`config.mk`:
```
export PLATFORM = sky130hd
export DESIGN_NAME = path_heading_curvature
export DESIGN_NICKNAME = d
export VERILOG_FILES = /design/src/phc_pkg.sv /design/src/path_heading_curvature.sv /design/src/phc_datapath.sv /design/src/phc_ctrl.sv
export SDC_FILE = /design/constraint.sdc
export NUM_CORES = 2
export LEC_CHECK = 0
export BUFFER_PORTS_ARGS = -buffer_cell sky130_fd_sc_hd__clkbuf_2
export CORE_UTILIZATION = 45
export DETAILED_ROUTE_END_ITERATION = 7
export GPL_TIMING_DRIVEN = 0
export PLACE_DENSITY_LB_ADDON = 0.08
export SYNTH_ARGS = -nofsm -noshare
export SYNTH_HDL_FRONTEND = slang
export SYNTH_SLANG_ARGS = --single-unit
```
`constraint.sdc`:
```
create_clock -name clk -period 10.4 [get_ports clk]
set_input_delay 2.6 -clock clk [delete_from_list [all_inputs] [get_ports clk]]
set_output_delay 2.6 -clock clk [all_outputs]
set_load 0.05 [all_outputs]
```
`src/phc_pkg.sv`:
```
`timescale 1ns / 1ps
package phc_pkg;

	localparam int CordicStepsDef = 16;
	localparam int AngW = 36;
	localparam int VecW = 36;
	localparam logic signed [AngW-1:0] Pi30 = 36'sd3373259426;
	localparam logic [23:0] InvK24 = 24'd10187994;
	localparam logic signed [15:0] HeadMax = 16'sd25736;

	typedef struct packed {
		logic signed [31:0] point_x;
		logic signed [31:0] point_y;
		logic               end_of_path;
	} in_word_t;

	typedef struct packed {
		logic signed [15:0] heading;
		logic [15:0]        curvature;
		logic               last_result;
	} out_word_t;

	// controller -> datapath commands
	typedef struct packed {
		logic load_in;     // capture input word
		logic vec_start;   // init CORDIC for segment
		logic vec_sel;     // 0: older->newer, 1: newer->point
		logic vec_step;    // one CORDIC iteration
		logic vec_save_in; // store result as incoming segment
		logic vec_save_out;
		logic len_mul;     // length scale multiply
		logic div_start;
		logic div_step;
		logic shift_pts;   // update stored points
		logic clr_pts;
	} phc_cmd_t;

	typedef struct packed {
		logic step_last;
		logic div_last;
		logic end_flag;
	} phc_sts_t;

	// Q30 atan(2^-i)
	function automatic logic signed [AngW-1:0] atan_tab(input logic [4:0] i);
		logic signed [AngW-1:0] r;
		case (i)
			5'd0: r = 36'sd843314857;
			5'd1: r = 36'sd497837829;
			5'd2: r = 36'sd263043837;
			5'd3: r = 36'sd133525159;
			5'd4: r = 36'sd67021687;
			5'd5: r = 36'sd33543516;
			5'd6: r = 36'sd16775851;
			5'd7: r = 36'sd8388437;
			5'd8: r = 36'sd4194283;
			5'd9: r = 36'sd2097149;
			5'd10: r = 36'sd1048576;
			5'd11: r = 36'sd524288;
			5'd12: r = 36'sd262144;
			5'd13: r = 36'sd131072;
			5'd14: r = 36'sd65536;
			5'd15: r = 36'sd32768;
			5'd16: r = 36'sd16384;
			5'd17: r = 36'sd8192;
			5'd18: r = 36'sd4096;
			5'd19: r = 36'sd2048;
			5'd20: r = 36'sd1024;
			5'd21: r = 36'sd512;
			5'd22: r = 36'sd256;
			5'd23: r = 36'sd128;
			default: r = '0;
		endcase
		return r;
	endfunction

endpackage

```
`src/path_heading_curvature.sv`:
```
`timescale 1ns / 1ps
// Each point after the second runs two sequential passes of one CORDIC unit
// and a 37-step serial divider, then emits its words; no new point is taken
// until the block is back in idle and all of its output words have gone out.
// The first point of a path skips both; the second takes a single CORDIC pass.
// Reset (arst_n low) clears the path state; the block then waits for a point.
module path_heading_curvature #(
	parameter int CORDIC_STEPS = phc_pkg::CordicStepsDef
) (
	input  logic               clk,
	input  logic               arst_n,
	input  logic               in_valid,
	output logic               in_ready,
	input  phc_pkg::in_word_t  in_data,
	output logic               out_valid,
	input  logic               out_ready,
	output phc_pkg::out_word_t out_data
);
	phc_pkg::phc_cmd_t cmd;
	phc_pkg::phc_sts_t sts;
	logic [1:0] seen, emit_sel;
	logic emit_last, emit_zero;
	logic signed [15:0] held_head, head_out;
	logic [15:0] curv;

	phc_ctrl u_ctrl (
		.clk, .arst_n, .in_valid, .in_ready, .out_valid, .out_ready,
		.sts, .cmd, .seen, .emit_sel, .emit_last, .emit_zero
	);

	phc_datapath #(.CORDIC_STEPS(CORDIC_STEPS)) u_dp (
		.clk, .arst_n, .in_word(in_data), .cmd, .seen, .sts,
		.held_head, .head_out, .curv
	);

	// output word select
	always_comb begin
		out_data.heading = emit_zero ? 16'sd0 : ((emit_sel == 2'd0) ? held_head : head_out);
		out_data.curvature = curv;
		out_data.last_result = emit_last;
	end
endmodule

```
`src/phc_datapath.sv`:
```
`timescale 1ns / 1ps
module phc_datapath #(
	parameter int CORDIC_STEPS = phc_pkg::CordicStepsDef
) (
	input  logic                clk,
	input  logic                arst_n,
	input  phc_pkg::in_word_t   in_word,
	input  phc_pkg::phc_cmd_t   cmd,
	input  logic [1:0]          seen,
	output phc_pkg::phc_sts_t   sts,
	output logic signed [15:0]  held_head,
	output logic signed [15:0]  head_out,
	output logic [15:0]         curv
);
	localparam int AW = phc_pkg::AngW;
	localparam int VW = phc_pkg::VecW;
	localparam int SW = $clog2(CORDIC_STEPS + 1);

	logic signed [31:0] px_q, py_q, ox_q, oy_q, nx_q, ny_q;
	logic               last_q;
	logic signed [VW-1:0] x_q, y_q;
	logic signed [AW-1:0] z_q, a_in_q, a_out_q;
	logic [SW-1:0]      it_q;
	logic               zero_in_q, zero_out_q, zero_cur_q;
	logic [33:0]        l_in_q, l_out_q;
	logic [15:0]        held_head_q, head_out_q;
	logic [57:0]        prod_q;

	// divider: (d + 4S) / 8S, restoring
	logic [36:0] dvd_q, dvs_q;
	logic [36:0] rem_q;
	logic [5:0]  dcnt_q;
	logic [36:0] quo_q;

	logic signed [32:0] dx, dy;
	logic signed [VW-1:0] xs, ys;
	logic [4:0] it5;
	logic signed [AW-1:0] d0, d1, dabs;
	logic [33:0] ssum;
	logic [37:0] rtry;
	logic signed [AW-1:0] zr;
	logic signed [15:0] hq;

	always_comb begin
		if (!cmd.vec_sel) begin
			dx = 33'(nx_q) - 33'(ox_q);
			dy = 33'(ny_q) - 33'(oy_q);
		end else begin
			dx = 33'(px_q) - 33'(nx_q);
			dy = 33'(py_q) - 33'(ny_q);
		end
		it5 = 5'(it_q);
		xs = x_q >>> it_q;
		ys = y_q >>> it_q;
	end

	// Q30 to Q3.13 heading, round half up, clamp
	function automatic logic signed [15:0] to_q13(input logic signed [AW-1:0] a);
		logic signed [AW-1:0] h;
		h = (a + AW'(65536)) >>> 17;
		if (h > AW'(phc_pkg::HeadMax)) h = AW'(phc_pkg::HeadMax);
		if (h < -AW'(phc_pkg::HeadMax)) h = -AW'(phc_pkg::HeadMax);
		return h[15:0];
	endfunction

	assign zr = zero_cur_q ? '0 : z_q;
	assign hq = to_q13(zr);

	// turning angle
	always_comb begin
		d0 = a_out_q - a_in_q;
		d1 = d0;
		if (d0 > phc_pkg::Pi30) d1 = d0 - (phc_pkg::Pi30 <<< 1);
		if (d0 < -phc_pkg::Pi30) d1 = d0 + (phc_pkg::Pi30 <<< 1);
		dabs = (d1 < 0) ? -d1 : d1;
		ssum = l_in_q + l_out_q;
		if (ssum == '0) ssum = 34'd1;
		rtry = {rem_q, dvd_q[36]} - {1'b0, dvs_q};
	end

	always_ff @(posedge clk or negedge arst_n) begin
		if (!arst_n) begin
			it_q <= '0;
			dcnt_q <= '0;
			ox_q <= '0; oy_q <= '0; nx_q <= '0; ny_q <= '0;
			held_head_q <= '0;
		end else begin
			if (cmd.vec_start) it_q <= '0;
			else if (cmd.vec_step) it_q <= it_q + SW'(1);
			if (cmd.div_start) dcnt_q <= '0;
			else if (cmd.div_step) dcnt_q <= dcnt_q + 6'd1;
			if (cmd.vec_save_in && seen == 2'd1) held_head_q <= hq;
			if (cmd.clr_pts) begin
				ox_q <= '0; oy_q <= '0; nx_q <= '0; ny_q <= '0;
			end else if (cmd.shift_pts) begin
				ox_q <= nx_q; oy_q <= ny_q;
				nx_q <= px_q; ny_q <= py_q;
				if (seen != 2'd1) held_head_q <= head_out_q;
			end
		end
	end

	always_ff @(posedge clk) begin
		if (cmd.load_in) begin
			px_q <= in_word.point_x;
			py_q <= in_word.point_y;
			last_q <= in_word.end_of_path;
		end
		// CORDIC vectoring
		if (cmd.vec_start) begin
			zero_cur_q <= (dx == '0) && (dy == '0);
			if (dx < 0) begin
				x_q <= -VW'(dx);
				y_q <= -VW'(dy);
				z_q <= (dy >= 0) ? phc_pkg::Pi30 : -phc_pkg::Pi30;
			end else begin
				x_q <= VW'(dx);
				y_q <= VW'(dy);
				z_q <= '0;
			end
		end else if (cmd.vec_step) begin
			if (y_q >= 0) begin
				x_q <= x_q + ys; y_q <= y_q - xs; z_q <= z_q + phc_pkg::atan_tab(it5);
			end else begin
				x_q <= x_q - ys; y_q <= y_q + xs; z_q <= z_q - phc_pkg::atan_tab(it5);
			end
		end
		if (cmd.len_mul) prod_q <= x_q[33:0] * phc_pkg::InvK24;
		if (cmd.vec_save_in) begin
			a_in_q <= zr;
			zero_in_q <= zero_cur_q;
			l_in_q <= zero_cur_q ? '0 : 34'((prod_q + 58'(1 << 23)) >> 24);
		end
		if (cmd.vec_save_out) begin
			a_out_q <= zr;
			zero_out_q <= zero_cur_q;
			l_out_q <= zero_cur_q ? '0 : 34'((prod_q + 58'(1 << 23)) >> 24);
			head_out_q <= hq;
		end
		if (cmd.div_start) begin
			dvd_q <= 37'(dabs) + 37'({ssum, 2'b00});
			dvs_q <= 37'({ssum, 3'b000});
			rem_q <= '0;
			quo_q <= '0;
		end else if (cmd.div_step) begin
			dvd_q <= {dvd_q[35:0], 1'b0};
			if (!rtry[37]) begin
				rem_q <= rtry[36:0];
				quo_q <= {quo_q[35:0], 1'b1};
			end else begin
				rem_q <= {rem_q[35:0], dvd_q[36]};
				quo_q <= {quo_q[35:0], 1'b0};
			end
		end
	end

	assign sts.step_last = (it_q == SW'(CORDIC_STEPS - 1));
	assign sts.div_last = (dcnt_q == 6'd36);
	assign sts.end_flag = last_q;
	assign held_head = held_head_q;
	assign head_out = head_out_q;
	assign curv = (zero_in_q || zero_out_q || seen != 2'd2 && seen != 2'd3) ? 16'd0 :
		((quo_q[36:16] != '0) ? 16'hFFFF : quo_q[15:0]);
endmodule

```
`src/phc_ctrl.sv`:
```
`timescale 1ns / 1ps
module phc_ctrl (
	input  logic              clk,
	input  logic              arst_n,
	input  logic              in_valid,
	output logic              in_ready,
	output logic              out_valid,
	input  logic              out_ready,
	input  phc_pkg::phc_sts_t sts,
	output phc_pkg::phc_cmd_t cmd,
	output logic [1:0]        seen,
	output logic [1:0]        emit_sel, // 0 held, 1 new
	output logic              emit_last,
	output logic              emit_zero
);
	typedef enum logic [8:0] {
		S_IDLE = 9'b000000001,
		S_VST  = 9'b000000010,
		S_VIT  = 9'b000000100,
		S_MUL  = 9'b000001000,
		S_SAVE = 9'b000010000,
		S_DST  = 9'b000100000,
		S_DIV  = 9'b001000000,
		S_EMIT = 9'b010000000,
		S_UPD  = 9'b100000000
	} st_t;

	st_t st_q;
	logic [1:0] seen_q;
	logic       seg_q; // which segment in flight
	logic [1:0] emit_q;

	assign seen = seen_q;
	assign in_ready = (st_q == S_IDLE);

	always_comb begin
		cmd = '0;
		cmd.load_in = in_valid && (st_q == S_IDLE);
		// second point: its only segment runs from the stored point to the new one
		cmd.vec_sel = seg_q || (seen_q == 2'd1);
		cmd.vec_start = (st_q == S_VST);
		cmd.vec_step = (st_q == S_VIT);
		cmd.len_mul = (st_q == S_MUL);
		cmd.vec_save_in = (st_q == S_SAVE) && !seg_q;
		cmd.vec_save_out = (st_q == S_SAVE) && seg_q;
		cmd.div_start = (st_q == S_DST);
		cmd.div_step = (st_q == S_DIV);
		cmd.shift_pts = (st_q == S_UPD) && !sts.end_flag;
		cmd.clr_pts = (st_q == S_UPD) && sts.end_flag;
		out_valid = (st_q == S_EMIT);
		// result list per case
		emit_zero = (seen_q == 2'd0);
		emit_last = 1'b0;
		emit_sel = 2'd1;
		unique case (seen_q)
			2'd0: begin emit_sel = 2'd0; emit_last = 1'b1; end
			2'd1: begin emit_sel = 2'd0; emit_last = (emit_q == 2'd1); end
			2'd2: begin
				emit_sel = (emit_q == 2'd0) ? 2'd0 : 2'd1;
				emit_last = (emit_q == 2'd2);
			end
			default: begin emit_sel = 2'd1; emit_last = (emit_q == 2'd1); end
		endcase
	end

	always_ff @(posedge clk or negedge arst_n) begin
		if (!arst_n) begin
			st_q <= S_IDLE;
			seen_q <= '0;
			seg_q <= 1'b0;
			emit_q <= '0;
		end else begin
			unique case (st_q)
				S_IDLE: begin
					if (in_valid) begin
						emit_q <= '0;
						seg_q <= (seen_q == 2'd1) ? 1'b0 : 1'b1;
						if (seen_q == 2'd0) st_q <= S_UPD;
						else st_q <= (seen_q == 2'd1) ? S_UPD : S_VST;
						if (seen_q == 2'd1) st_q <= S_VST;
						if (seen_q >= 2'd2) seg_q <= 1'b0;
					end
				end
				S_VST: st_q <= S_VIT;
				S_VIT: if (sts.step_last) st_q <= S_MUL;
				S_MUL: st_q <= S_SAVE;
				S_SAVE: begin
					if (seen_q == 2'd1) st_q <= S_UPD;
					else if (!seg_q) begin seg_q <= 1'b1; st_q <= S_VST; end
					else st_q <= S_DST;
				end
				S_DST: st_q <= S_DIV;
				S_DIV: if (sts.div_last) st_q <= S_EMIT;
				S_UPD: begin
					// first two points: update points first, then emit if any; later points emitted already
					if (sts.end_flag && (seen_q == 2'd0 || seen_q == 2'd1)) st_q <= S_EMIT;
					else if (seen_q == 2'd0) begin seen_q <= 2'd1; st_q <= S_IDLE; end
					else if (seen_q == 2'd1) begin seen_q <= 2'd2; st_q <= S_IDLE; end
					else begin
						st_q <= S_IDLE;
						seen_q <= sts.end_flag ? 2'd0 : 2'd3;
					end
				end
				S_EMIT: begin
					if (out_ready) begin
						emit_q <= emit_q + 2'd1;
						if (emit_last || (!sts.end_flag && ((seen_q == 2'd2 && emit_q == 2'd1)
							|| (seen_q == 2'd3 && emit_q == 2'd0)))) begin
							if (seen_q == 2'd0 || seen_q == 2'd1) begin
								seen_q <= 2'd0;
								st_q <= S_IDLE;
							end else st_q <= S_UPD;
						end
					end
				end
				default: st_q <= S_IDLE;
			endcase
		end
	end
endmodule

```
==> qor.txt <==
Largest net degree at the start of global routing: 100
FMAX: 99.7 MHz
Flops & latches, synth: 681
Kind of start point of the critical path: flop
RSZ-0062 raised after global routing: yes
Hold/Removal Path Class: flop to flop
TNS Setup: 0 ps
Num Clock Sinks: 681
Final hold vios: 0
Area Growth Syn to Fin: 9.36%
CTS tree: yes
Layout Skew: 50.9 ps
Routed wl met3: 9760 µm
Final setup violation count: 0
Top layer in use: met4
Die area: 154000 µm²
Routed len/inst: 22.2 µm
Hold Crit Depth: 2
Port bufs: 103
DP HPWL: 178000 µm
M1 WL: 97000 µm
Post-route ant nets: 0
Antenna violations before repair: 0
Final routed DRC violation total: 0
Reg2reg end: u_dp.z_q[33]
H-tree depth: 3
Max-slew violations: 0
Slew margin rel.: 1.36%
Cells resized by post-CTS repair: 15
Ports: 104
Initial Util: 45.5%
CTS max path bufs: 3
Outcome: completed
DRT Pass-1 Iters: 6
Worst slew pin tran: 1480 ps
GP Congestion: 1.01
First-pass GRT wire length: 338000 µm
Initial DRC count: 3915
Crit Path Max Fanout: 10
Row count: 142
WP data required: 10820 ps
Post-CTS setup buffers: 0
Fin nets: 8947
Crit path arrival time: 10450 ps
Seq/Total Area, Yosys: 27.5%
Post-CTS Hold Buffers: 0
Commonest non-fill, non-tap cells in the layout: nand2_1 (881), inv_1 (815), ha_1 (636)
Syn Inst Count: 7663
Congestion Overflow GR: 0
DR vias/cell: 5.73
Skew-Pair Late Insertion Delay: 730 ps
Clock transition at path regs: 60 ps
Mapped Nets: 8746
Hold Crit Start: u_dp.quo_q[36]
Final Cycle Share: 96.5%
Crit path largest cell delay: 810 ps
Layout fillers: 14648
Crit-path slowest cell: clkbuf_1
Hold EP: u_dp.quo_q[36]
Post-synthesis area per instance: 8.94 µm²
Number of flops mapped to enable cells by yosys: 438
Fin crit period: 10030 ps
CORE AREA: 150000 µm²
Layout cell share with drive strength beyond 1: 5.95%
Commonest non-fill, non-tap cell in the layout: nand2_1
Ys Warns: 0
Die height: 392 µm
Via count: 57033
Worst r2r src: u_ctrl.seg_q
Netlist cell types: 98
Synth Flop Type: edfxtp_1
Critical path capture point type: flop
Fraction of registers with async set/reset: 24.8%
Cell area after synthesis: 68500 µm²
Worst R2R Setup Slack: 370 ps
Vias in the first global route: 56425
Met2 Routed Length: 105000 µm
Worst R2R Path Depth: 22
TritonCTS Buffers: 87
Worst path cell trace: nand2b_1 -> clkbuf_1 -> buf_1 -> clkbuf_1 -> clkbuf_1 -> buf_1 -> buf_1 -> buf_1 -> nand2_1 -> nand2_1 -> ha_1 -> and4_1 -> and3_1 -> and3_1 -> nand4_1 -> nor3_1 -> or3b_2 -> inv_1 -> ha_1 -> nand3b_1 -> clkbuf_1 -> o21ai_0
Setup CP Type: flop to flop
Final WL: 221000 µm
Clk root buf: clkbuf_16
Placed Instances: 9792
Final std cells w/o fill: 9957
Die width: 392 µm
Max Cap Violations: 0
Gr usage total: 28.7%
-- cell usage after synthesis, types with 57 or more instances --
cell type	instances	area, µm²
a211oi_1	71	533
a21o_1	150	1130
a21oi_1	469	2350
a31oi_1	78	488
and2_1	57	357
and3_1	84	526
clkbuf_1	209	785
dfrtp_1	168	4200
dfxtp_1	74	1480
edfxtp_1	438	13200
fa_1	378	7570
ha_1	636	7960
inv_1	817	3070
mux2i_1	104	1040
mux4_2	66	1490
nand2_1	882	3310
nand2b_1	76	475
nand3_1	141	706
nor2_1	487	1830
nor2b_1	94	588
nor3_1	117	586
o21a_1	83	623
o21ai_0	569	2850
o31ai_1	127	953
or3_1	76	475
xnor2_1	315	2760
xor2_1	244	2140
-- critical path: cells and delay by family, from the launching register on --
family	cells	cell delay, ps
AOI/OAI and AO/OA	1	160
adders and majority gates	2	340
buffers and inverters	9	5550
DFF	1	680
and+or+nand+nor	10	2960
-- registers in the layout, indices dropped and copies added (netlist names), 16 cells and up --
name,flops
u_dp.quo_q,37
u_dp.head_out,16
u_dp.ox_q,32
u_dp.l_out_q,34
u_dp.held_head,16
u_dp.oy_q,32
u_dp.dvs_q,34
u_dp.dvd_q,37
u_dp.x_q,36
u_dp.z_q,36
u_dp.prod_q,35
u_dp.a_in_q,36
u_dp.ny_q,32
u_dp.a_out_q,36
u_dp.nx_q,32
u_dp.px_q,32
u_dp.y_q,36
u_dp.l_in_q,34
u_dp.py_q,32
u_dp.rem_q,37
-- area by class of cell --
| type | count | area, µm² | share of cell area (%) |
|---|---|---|---|
| inverters | 821 | 3080 | 4.11 |
| multi-input cells | 5895 | 45700 | 61.0 |
| plain buffers | 265 | 1050 | 1.40 |
| clock buffers | 118 | 2410 | 3.21 |
| diodes | 3 | 7.51 | 0.0100 |
| repair buffers | 113 | 726 | 0.969 |
| clock inverters | 45 | 547 | 0.730 |
| well taps | 2016 | 2520 | 3.37 |
| flip-flops and latches | 681 | 18900 | 25.2 |
-- how the worst max path moves through the flow --
stage	startpoint	to	slack, ps	cells past startpoint
after floorplan	u_dp.a_in_q[0]	u_dp.dvd_q[35]	1390	37
after global placement	u_dp.a_in_q[0]	u_dp.dvd_q[35]	-830	37
after detailed placement	u_dp.a_in_q[0]	u_dp.dvd_q[35]	-910	37
after CTS	u_dp.a_out_q[15]	u_dp.dvd_q[35]	100	36
after global routing	u_dp.a_out_q[15]	u_dp.dvd_q[35]	-100	36
final	u_ctrl.seg_q	u_dp.z_q[33]	370	22
-- through the flow --
stage / setup slack, ps / instance area (µm²) / hold slack (ps) / utilization, %
final: 369 / 74900 / 467 / 49.8
after global routing: -104 / 74900 / 490 / 49.8
after CTS: 105 / 74800 / 467 / 49.7
after detailed placement: -915 / 71800 / 460 / 47.7
after global placement: -834 / 71500 / 436 / 47.5
after floorplan: 1390 / 68500 / 418 / -
-- layer usage --
| layer | vias to the layer above | global-route usage [%] |
|---|---|---|
| li1 | 27385 | - |
| met1 | 27713 | 37.7 |
| met2 | 1533 | 48.3 |
| met3 | 402 | 2.88 |
| met4 | 0 | 11.6 |
| met5 | - | 0 |
-- cell families (layout without fill, tap and decap cells) --
logic type	count (synthesis)	after routing	share of synthesized area, %
AOI/OAI and AO/OA	1916	1916	17.6
xor gates and xnor gates	560	560	7.17
adders and majority gates	1014	1014	22.7
buffers and inverters	1087	1362	6.00
DFF	681	681	27.5
muxes	185	185	3.94
other	1	4	0.00548
and+or+nand+nor	2219	2219	15.1
Power is not shown: default switching activity piles up to over one toggle a cycle in this logic, so the estimate is an artifact.
